===== src/design/spig_pkg.sv =====
// ----------------------------------------------------------------------------
// Stepper pulse item generator package
// Widths, limits, register indexes and shared types.
// ----------------------------------------------------------------------------
`timescale 1ns / 1ps
`default_nettype none

package spig_pkg;

   localparam int PeriodW = 21;
   localparam int DurW    = 15;
   localparam int LimitW  = 16;
   localparam int IdleW   = 17;
   localparam int AddrW   = 3;
   localparam int DataW   = 32;

   localparam int MaxItemsPerStepDefault = 64;

   localparam logic [PeriodW-1:0] PeriodMax       = 21'd2097088;
   localparam logic [DurW-1:0]    MaxChunkUs      = 15'd32767;
   localparam logic [IdleW-1:0]   IdleCountMax    = 17'd131071;
   localparam logic [DurW-1:0]    PulseWidthReset = 15'd10;
   localparam logic [LimitW-1:0]  IdleLimitReset  = 16'd100;

   // Request kinds
   localparam logic ReqStep = 1'b0;
   localparam logic ReqTick = 1'b1;

   // Register indexes (paddr[2])
   localparam logic RegPulseWidth = 1'b0;
   localparam logic RegIdleLimit  = 1'b1;

   typedef struct packed {
      logic [DurW-1:0]   pulse_width_us;
      logic [LimitW-1:0] idle_limit_ms;
   } cfg_type;

   typedef struct packed {
      logic [PeriodW-1:0] min_val;
      logic [PeriodW-1:0] rem;
   } alu_res_type;

endpackage

`default_nettype wire


===== src/design/spig_alu.sv =====
// ----------------------------------------------------------------------------
// Shared min/remainder unit
// Returns min(a, b) and a - min(a, b); reused for period clamp,
// pulse split and chunk split.
// ----------------------------------------------------------------------------
`timescale 1ns / 1ps
`default_nettype none

module spig_alu (
   input  wire logic [spig_pkg::PeriodW-1:0] op_a,
   input  wire logic [spig_pkg::PeriodW-1:0] op_b,
   output spig_pkg::alu_res_type             res
);
   import spig_pkg::*;

   logic a_lt_b;

   // Compare, select and subtract
   assign a_lt_b      = op_a < op_b;
   assign res.min_val = a_lt_b ? op_a : op_b;
   assign res.rem     = op_a - res.min_val;

endmodule

`default_nettype wire


===== src/design/spig_csr.sv =====
// ----------------------------------------------------------------------------
// Configuration registers
// APB-style write/read of the pulse width and the idle limit.
// ----------------------------------------------------------------------------
`timescale 1ns / 1ps
`default_nettype none

module spig_csr (
   input  wire logic                        clock,
   input  wire logic                        reset,
   input  wire logic                        psel,
   input  wire logic                        penable,
   input  wire logic                        pwrite,
   input  wire logic [spig_pkg::AddrW-1:0]  paddr,
   input  wire logic [spig_pkg::DataW-1:0]  pwdata,
   output      logic [spig_pkg::DataW-1:0]  prdata,
   output      logic                        pready,
   output      spig_pkg::cfg_type           cfg
);
   import spig_pkg::*;

   logic              wr_en;
   logic              reg_sel;
   logic [DurW-1:0]   pulse_width_ff, pulse_width_in;
   logic [LimitW-1:0] idle_limit_ff, idle_limit_in;

   assign pready  = 1'b1;
   assign wr_en   = psel & penable & pwrite & pready;
   assign reg_sel = paddr[2];

   // Decode write
   always_comb begin
      pulse_width_in = pulse_width_ff;
      idle_limit_in  = idle_limit_ff;
      if (wr_en) begin
         case (reg_sel)
            RegPulseWidth: pulse_width_in = pwdata[DurW-1:0];
            RegIdleLimit:  idle_limit_in  = pwdata[LimitW-1:0];
            default:       pulse_width_in = pulse_width_ff;
         endcase
      end
   end

   always_ff @(posedge clock) begin
      if (reset) begin
         pulse_width_ff <= PulseWidthReset;
         idle_limit_ff  <= IdleLimitReset;
      end else begin
         pulse_width_ff <= pulse_width_in;
         idle_limit_ff  <= idle_limit_in;
      end
   end

   // Read back
   assign prdata = (reg_sel == RegIdleLimit) ? {{(DataW-LimitW){1'b0}}, idle_limit_ff}
                                             : {{(DataW-DurW){1'b0}}, pulse_width_ff};

   assign cfg.pulse_width_us = pulse_width_ff;
   assign cfg.idle_limit_ms  = idle_limit_ff;

endmodule

`default_nettype wire


===== src/design/stepper_pulse_item_generator_core.sv =====
// ----------------------------------------------------------------------------
// Stepper pulse item generator core
// Turns step events into step/dir pulse words and tracks driver idle time.
// ----------------------------------------------------------------------------
// A tick word yields one status word. A step word yields n pulse words, n
// running from 1 up to MAX_ITEMS_PER_STEP: the sequencer first clamps the
// period, then splits off the pulse width, then the shared min/subtract unit
// peels one chunk per cycle, each chunk a pulse word. The next request is
// taken once the sequencer is back in idle and the output slot is free;
// rsp_ready low stalls chunk emission.
`timescale 1ns / 1ps
`default_nettype none

module stepper_pulse_item_generator_core #(
   parameter int MAX_ITEMS_PER_STEP = spig_pkg::MaxItemsPerStepDefault
) (
   input  wire logic                         clock,
   input  wire logic                         reset,
   // request channel
   input  wire logic                         req_valid,
   output      logic                         req_ready,
   input  wire logic                         req_type,
   input  wire logic [spig_pkg::PeriodW-1:0] req_step_period_us,
   input  wire logic                         req_step_dir,
   // response channel
   output      logic                         rsp_valid,
   input  wire logic                         rsp_ready,
   output      logic                         rsp_item_valid,
   output      logic                         rsp_first_level,
   output      logic [spig_pkg::DurW-1:0]    rsp_first_duration,
   output      logic                         rsp_second_level,
   output      logic [spig_pkg::DurW-1:0]    rsp_second_duration,
   output      logic                         rsp_dir_level,
   output      logic                         rsp_driver_on,
   output      logic                         rsp_idle_shutoff,
   output      logic                         rsp_last_item,
   // configuration port
   input  wire logic                         psel,
   input  wire logic                         penable,
   input  wire logic                         pwrite,
   input  wire logic [spig_pkg::AddrW-1:0]   paddr,
   input  wire logic [spig_pkg::DataW-1:0]   pwdata,
   output      logic [spig_pkg::DataW-1:0]   prdata,
   output      logic                         pready
);
   import spig_pkg::*;

   localparam int CntW = $clog2(MAX_ITEMS_PER_STEP + 1);
   localparam logic [CntW-1:0] LastCnt = CntW'(MAX_ITEMS_PER_STEP - 1);

   localparam logic [1:0] StIdle  = 2'd0;
   localparam logic [1:0] StClamp = 2'd1;
   localparam logic [1:0] StSplit = 2'd2;
   localparam logic [1:0] StEmit  = 2'd3;

   cfg_type     cfg;
   alu_res_type alu_res;

   logic [PeriodW-1:0] alu_a, alu_b;
   logic [DurW-1:0]    pulse_min1;

   logic [1:0]         state_ff, state_in;
   logic [PeriodW-1:0] low_ff, low_in;
   logic [DurW-1:0]    pulse_ff, pulse_in;
   logic               dir_ff, dir_in;
   logic [CntW-1:0]    cnt_ff, cnt_in;
   logic               first_ff, first_in;
   logic               drv_en_ff, drv_en_in;
   logic [IdleW-1:0]   idle_ff, idle_in;

   logic               rsp_valid_ff, rsp_valid_in;
   logic               item_valid_ff, item_valid_in;
   logic               first_level_ff, first_level_in;
   logic [DurW-1:0]    first_dur_ff, first_dur_in;
   logic [DurW-1:0]    second_dur_ff, second_dur_in;
   logic               dir_level_ff, dir_level_in;
   logic               driver_on_ff, driver_on_in;
   logic               shutoff_ff, shutoff_in;
   logic               last_ff, last_in;

   logic               slot_free;
   logic               req_fire;
   logic               emit;
   logic               emit_last;
   logic [DurW-1:0]    chunk;
   logic [IdleW-1:0]   idle_inc;
   logic               tick_shut;

   spig_csr u_csr (
      .clock   (clock),
      .reset   (reset),
      .psel    (psel),
      .penable (penable),
      .pwrite  (pwrite),
      .paddr   (paddr),
      .pwdata  (pwdata),
      .prdata  (prdata),
      .pready  (pready),
      .cfg     (cfg)
   );

   // Feed the shared unit per sequencer step
   assign pulse_min1 = (cfg.pulse_width_us == '0) ? DurW'(1) : cfg.pulse_width_us;

   always_comb begin
      alu_a = low_ff;
      case (state_ff)
         StClamp: alu_b = PeriodMax;
         StSplit: alu_b = {{(PeriodW-DurW){1'b0}}, pulse_min1};
         default: alu_b = {{(PeriodW-DurW){1'b0}}, MaxChunkUs};
      endcase
   end

   spig_alu u_alu (
      .op_a (alu_a),
      .op_b (alu_b),
      .res  (alu_res)
   );

   // Handshake
   assign slot_free = !rsp_valid_ff || rsp_ready;
   assign req_ready = (state_ff == StIdle) && slot_free;
   assign req_fire  = req_valid && req_ready;
   assign emit      = (state_ff == StEmit) && slot_free;
   assign chunk     = alu_res.min_val[DurW-1:0];
   assign emit_last = (alu_res.rem == '0) || (cnt_ff == LastCnt);

   // Idle count update for a tick
   assign idle_inc  = (idle_ff < IdleCountMax) ? idle_ff + IdleW'(1) : idle_ff;
   assign tick_shut = drv_en_ff && (idle_inc > {1'b0, cfg.idle_limit_ms});

   // Sequencer
   always_comb begin
      state_in  = state_ff;
      low_in    = low_ff;
      pulse_in  = pulse_ff;
      dir_in    = dir_ff;
      cnt_in    = cnt_ff;
      first_in  = first_ff;
      drv_en_in = drv_en_ff;
      idle_in   = idle_ff;
      case (state_ff)
         StIdle: begin
            if (req_fire) begin
               if (req_type == ReqTick) begin
                  if (drv_en_ff) begin
                     idle_in   = idle_inc;
                     drv_en_in = !tick_shut;
                  end
               end else begin
                  low_in    = req_step_period_us;
                  dir_in    = req_step_dir;
                  cnt_in    = '0;
                  first_in  = 1'b1;
                  drv_en_in = 1'b1;
                  idle_in   = '0;
                  state_in  = StClamp;
               end
            end
         end
         StClamp: begin
            low_in   = alu_res.min_val;
            state_in = StSplit;
         end
         StSplit: begin
            pulse_in = alu_res.min_val[DurW-1:0];
            low_in   = alu_res.rem;
            state_in = StEmit;
         end
         StEmit: begin
            if (emit) begin
               low_in   = alu_res.rem;
               cnt_in   = cnt_ff + CntW'(1);
               first_in = 1'b0;
               if (emit_last) begin
                  state_in = StIdle;
               end
            end
         end
         default: state_in = StIdle;
      endcase
   end

   // Output word
   always_comb begin
      rsp_valid_in   = rsp_valid_ff && !rsp_ready;
      item_valid_in  = item_valid_ff;
      first_level_in = first_level_ff;
      first_dur_in   = first_dur_ff;
      second_dur_in  = second_dur_ff;
      dir_level_in   = dir_level_ff;
      driver_on_in   = driver_on_ff;
      shutoff_in     = shutoff_ff;
      last_in        = last_ff;
      if (req_fire && (req_type == ReqTick)) begin
         rsp_valid_in   = 1'b1;
         item_valid_in  = 1'b0;
         first_level_in = 1'b0;
         first_dur_in   = '0;
         second_dur_in  = '0;
         dir_level_in   = 1'b0;
         driver_on_in   = drv_en_ff && !tick_shut;
         shutoff_in     = tick_shut;
         last_in        = 1'b1;
      end else if (emit) begin
         rsp_valid_in   = 1'b1;
         item_valid_in  = 1'b1;
         first_level_in = first_ff;
         first_dur_in   = first_ff ? pulse_ff : chunk;
         second_dur_in  = first_ff ? chunk : DurW'(1);
         dir_level_in   = dir_ff;
         driver_on_in   = 1'b1;
         shutoff_in     = 1'b0;
         last_in        = emit_last;
      end
   end

   // Control registers
   always_ff @(posedge clock) begin
      if (reset) begin
         state_ff     <= StIdle;
         drv_en_ff    <= 1'b0;
         idle_ff      <= '0;
         rsp_valid_ff <= 1'b0;
      end else begin
         state_ff     <= state_in;
         drv_en_ff    <= drv_en_in;
         idle_ff      <= idle_in;
         rsp_valid_ff <= rsp_valid_in;
      end
   end

   // Working and payload registers
   always_ff @(posedge clock) begin
      low_ff         <= low_in;
      pulse_ff       <= pulse_in;
      dir_ff         <= dir_in;
      cnt_ff         <= cnt_in;
      first_ff       <= first_in;
      item_valid_ff  <= item_valid_in;
      first_level_ff <= first_level_in;
      first_dur_ff   <= first_dur_in;
      second_dur_ff  <= second_dur_in;
      dir_level_ff   <= dir_level_in;
      driver_on_ff   <= driver_on_in;
      shutoff_ff     <= shutoff_in;
      last_ff        <= last_in;
   end

   assign rsp_valid           = rsp_valid_ff;
   assign rsp_item_valid      = item_valid_ff;
   assign rsp_first_level     = first_level_ff;
   assign rsp_first_duration  = first_dur_ff;
   assign rsp_second_level    = 1'b0;
   assign rsp_second_duration = second_dur_ff;
   assign rsp_dir_level       = dir_level_ff;
   assign rsp_driver_on       = driver_on_ff;
   assign rsp_idle_shutoff    = shutoff_ff;
   assign rsp_last_item       = last_ff;

endmodule

`default_nettype wire


===== config.mk =====
export PLATFORM = sky130hd
export DESIGN_NAME = stepper_pulse_item_generator_core
export DESIGN_NICKNAME = d
export VERILOG_FILES = /design/src/design/spig_pkg.sv /design/src/design/spig_alu.sv /design/src/design/spig_csr.sv /design/src/design/stepper_pulse_item_generator_core.sv
export SDC_FILE = /design/constraint.sdc
export NUM_CORES = 1
export LEC_CHECK = 0
export ABC_AREA = 0
export BUFFER_PORTS_ARGS = -buffer_cell sky130_fd_sc_hd__buf_2
export CAP_MARGIN = 20
export CORE_MARGIN = 3
export CORE_UTILIZATION = 30
export DETAILED_ROUTE_END_ITERATION = 8
export SLEW_MARGIN = 30
export SYNTH_ARGS = -nofsm -noshare
export SYNTH_HDL_FRONTEND = slang
export SYNTH_HIERARCHICAL = 1
export SYNTH_SLANG_ARGS = --single-unit

===== constraint.sdc =====
create_clock -name clock -period 21.6 [get_ports clock]
set_input_delay 2.16 -clock clock [delete_from_list [all_inputs] [get_ports clock]]
set_output_delay 2.16 -clock clock [all_outputs]
set_load 0.02 [all_outputs]

==> qor.csv <==
metric,value,unit
synth-seq-cells,133,
ant_nets,0,
synth_compound_area_share,18.7,%
cts.sinks,133,
insertion_delay,430,ps
finalMaxSlewViolations,0,
final_cell_mix,"nand2_1 (115), buf_2 (100), nor2_1 (95)",
cp_slowest_cell,nor4_1,
hold_buffers,0,
worstMarginPinSlew,840,ps
cp-end-kind,register,
start_util,30.7,%
rr_worst_depth,33,
endpoint,state_ff[0],
dr.pass1.iters,5,
routedWlPerCell,16.1,µm
reg2reg_from,state_ff[1],
muxShareOfSynthArea,7.34,%
grt_max_degree,72,
status,finished clean,
hold_depth,2,
critPathMaxStageDelay,530,ps
yosys.area_share.adder,8.57,%
htreeDepth,4,
cp_max_fo,24,
ys_seq_area_share,35.4,%
syn_inst,1036,
port_buffers,100,
vias,7613,
synth_top_family_by_area,simple AND/OR/NAND/NOR gates,
grt_antenna_before_repair,0,
die_y,178,µm
cts_tree,built,
period_share,37.0,%
grtUsageTotal,15.3,%
path_class,reg2reg,
fin_nets,1230,
grt_first_pass_wirelength,38.0,mm
rsz0062_at_grt,no,
relSlewSlack,44.0,%
clockBufferDepth,2,
reg2reg_setup_slack,13600,ps
synth_top_area_share,19.5,%
drt-initial-drc-count,576,
hpwlAfterDp,18.1,mm
fmax,125,MHz
hold_viol,0,
synth_cell_types,73,
drv_cap,0,
synthArstFlopShare,0,%
critical_path_required,21890,ps
area_growth,14.6,%
dieArea,31600,µm²
routed_wl,24.2,mm
numCtsBuffers,17,
synth_edf_count,47,
clk_root_buffer_cell,clkbuf_16,
synth_area_per_cell,8.54,µm²
clock_skew,19.5,ps
post_cts_resized,0,
ys_top_cells_by_area,"dfxtp_1 (19%), edfxtp_1 (16%), ha_1 (7.8%)",
worstPathArrival,8280,ps
hold_class,reg2reg,
synth_top_flop_cell,dfxtp_1,
grt_overflow,0,
rr_endpoint,state_ff[0],
fin_setup_tns,0,ps
die_w,178,µm
synth.largest_area_cell,dfxtp_1,
startpoint,state_ff[1],
vias_per_cell,5.06,
fp-row-count,62,
synth-simple-area-share,19.5,%
setup_viol,0,
ios,137,
synth_area,8850,µm²
layout-drive-gt1-share,16.4,%
path_clk_slew,60,ps
drc,0,
place.gp.congestion,0.914,
n_antenna_cell,0,
period_minus_slack,8000,ps
worstSetupStartpointType,register,
grt_pass1_vias,7177,
final_common_cell,nand2_1,
postCtsSetupBuffers,0,
synth_xor_xnor_area_share,3.36,%
core,28900,µm²
yosysWarnings,6,
final cells by class:
| type | count | area [µm²] |
|---|---|---|
| clock buffers | 19 | 454 |
| clock inverters | 13 | 109 |
| fillers | 3031 | 18700 |
| inverters | 62 | 233 |
| multi-input cells | 788 | 5160 |
| flip-flops and latches | 133 | 3130 |
| well taps | 384 | 480 |
| repair buffers | 107 | 573 |
cells by family (layout without fill, tap and decap cells):
group / after synthesis / in the layout
AOI/OAI and AO/OA: 251 / 251
buffers and inverters: 130 / 201
xor gates and xnor gates: 34 / 34
other: 3 / 18
DFF: 133 / 133
and+or+nand+nor: 361 / 361
muxes: 63 / 63
adders and majority gates: 61 / 61
sequential cells by signal (all words and copies together), names as in the netlist, 2 cells and up:
signal and flops:
idle_ff 17, state_ff 2, u_csr/idle_limit_ff 16, cnt_ff 7, alu_a 21, rsp_second_duration 15, pulse_ff 15, rsp_first_duration 15
u_csr/pulse_width_ff 15
metal layers:
layer	global-route usage (%)	up-vias	routed length (µm)
met1	21.0	3593	11400
met4	4.38	0	439
met3	3.53	30	1350
met2	24.0	212	11000
met5	0	-	0
li1	-	3778	-
how the worst min path moves through the flow:
stage	startpoint	endpoint	slack [ps]
floorplan	u_csr/idle_limit_ff[15]	u_csr/idle_limit_ff[15]	460
global placement	rsp_second_duration[6]	rsp_second_duration[6]	440
detailed placement	rsp_second_duration[6]	rsp_second_duration[6]	440
CTS	rsp_second_duration[6]	rsp_second_duration[6]	450
global route	rsp_second_duration[11]	rsp_second_duration[11]	470
finish	rsp_dir_level	rsp_dir_level	450
worst max-delay path: cells and delay by family (launching register included):
kind / cells / cell delay [ps]
AND/OR/NAND/NOR: 11 / 2760
flip-flops: 1 / 380
AO/OA/AOI/OAI: 14 / 2940
buffers and inverters: 4 / 420
adder cells (fa/ha/maj): 4 / 1370
metrics by stage:
stage | setup slack [ps] | std cells | hold slack [ps] | util, % | cell area (µm²)
3_5_place_dp | 13340 | 1473 | 444 | 33.1 | 9550
3_3_place_gp | 13440 | 1473 | 441 | 33.1 | 9550
2_1_floorplan | 14810 | 1051 | 457 | - | 8910
5_1_grt | 12780 | 1506 | 467 | 35.2 | 10100
6_report | 13600 | 1506 | 452 | 35.2 | 10100
4_1_cts | 13320 | 1505 | 453 | 35.1 | 10100
cell usage after synthesis (all sizes together), types with 4 or more instances:
master and n:
inv 61, nand2 116, mux2 15, a31oi 13, buf 36, dfxtp 86, clkbuf 32, xor2 16
o21ai 50, nor2b 9, and4 6, o21a 4, and2 5, nor3 11, a22oi 27, nor4 8
xnor2 18, ha 55, a21oi 80, edfxtp 47, a211oi 20, nand2b 51, nand4 9, mux2i 48
o31ai 5, a21boi 4, and3 9, a21o 18, nand3 27, maj3 5, nor2 99, a311oi 4
Power is not shown: default switching activity piles up to over one toggle a cycle in this logic, so the estimate is an artifact.
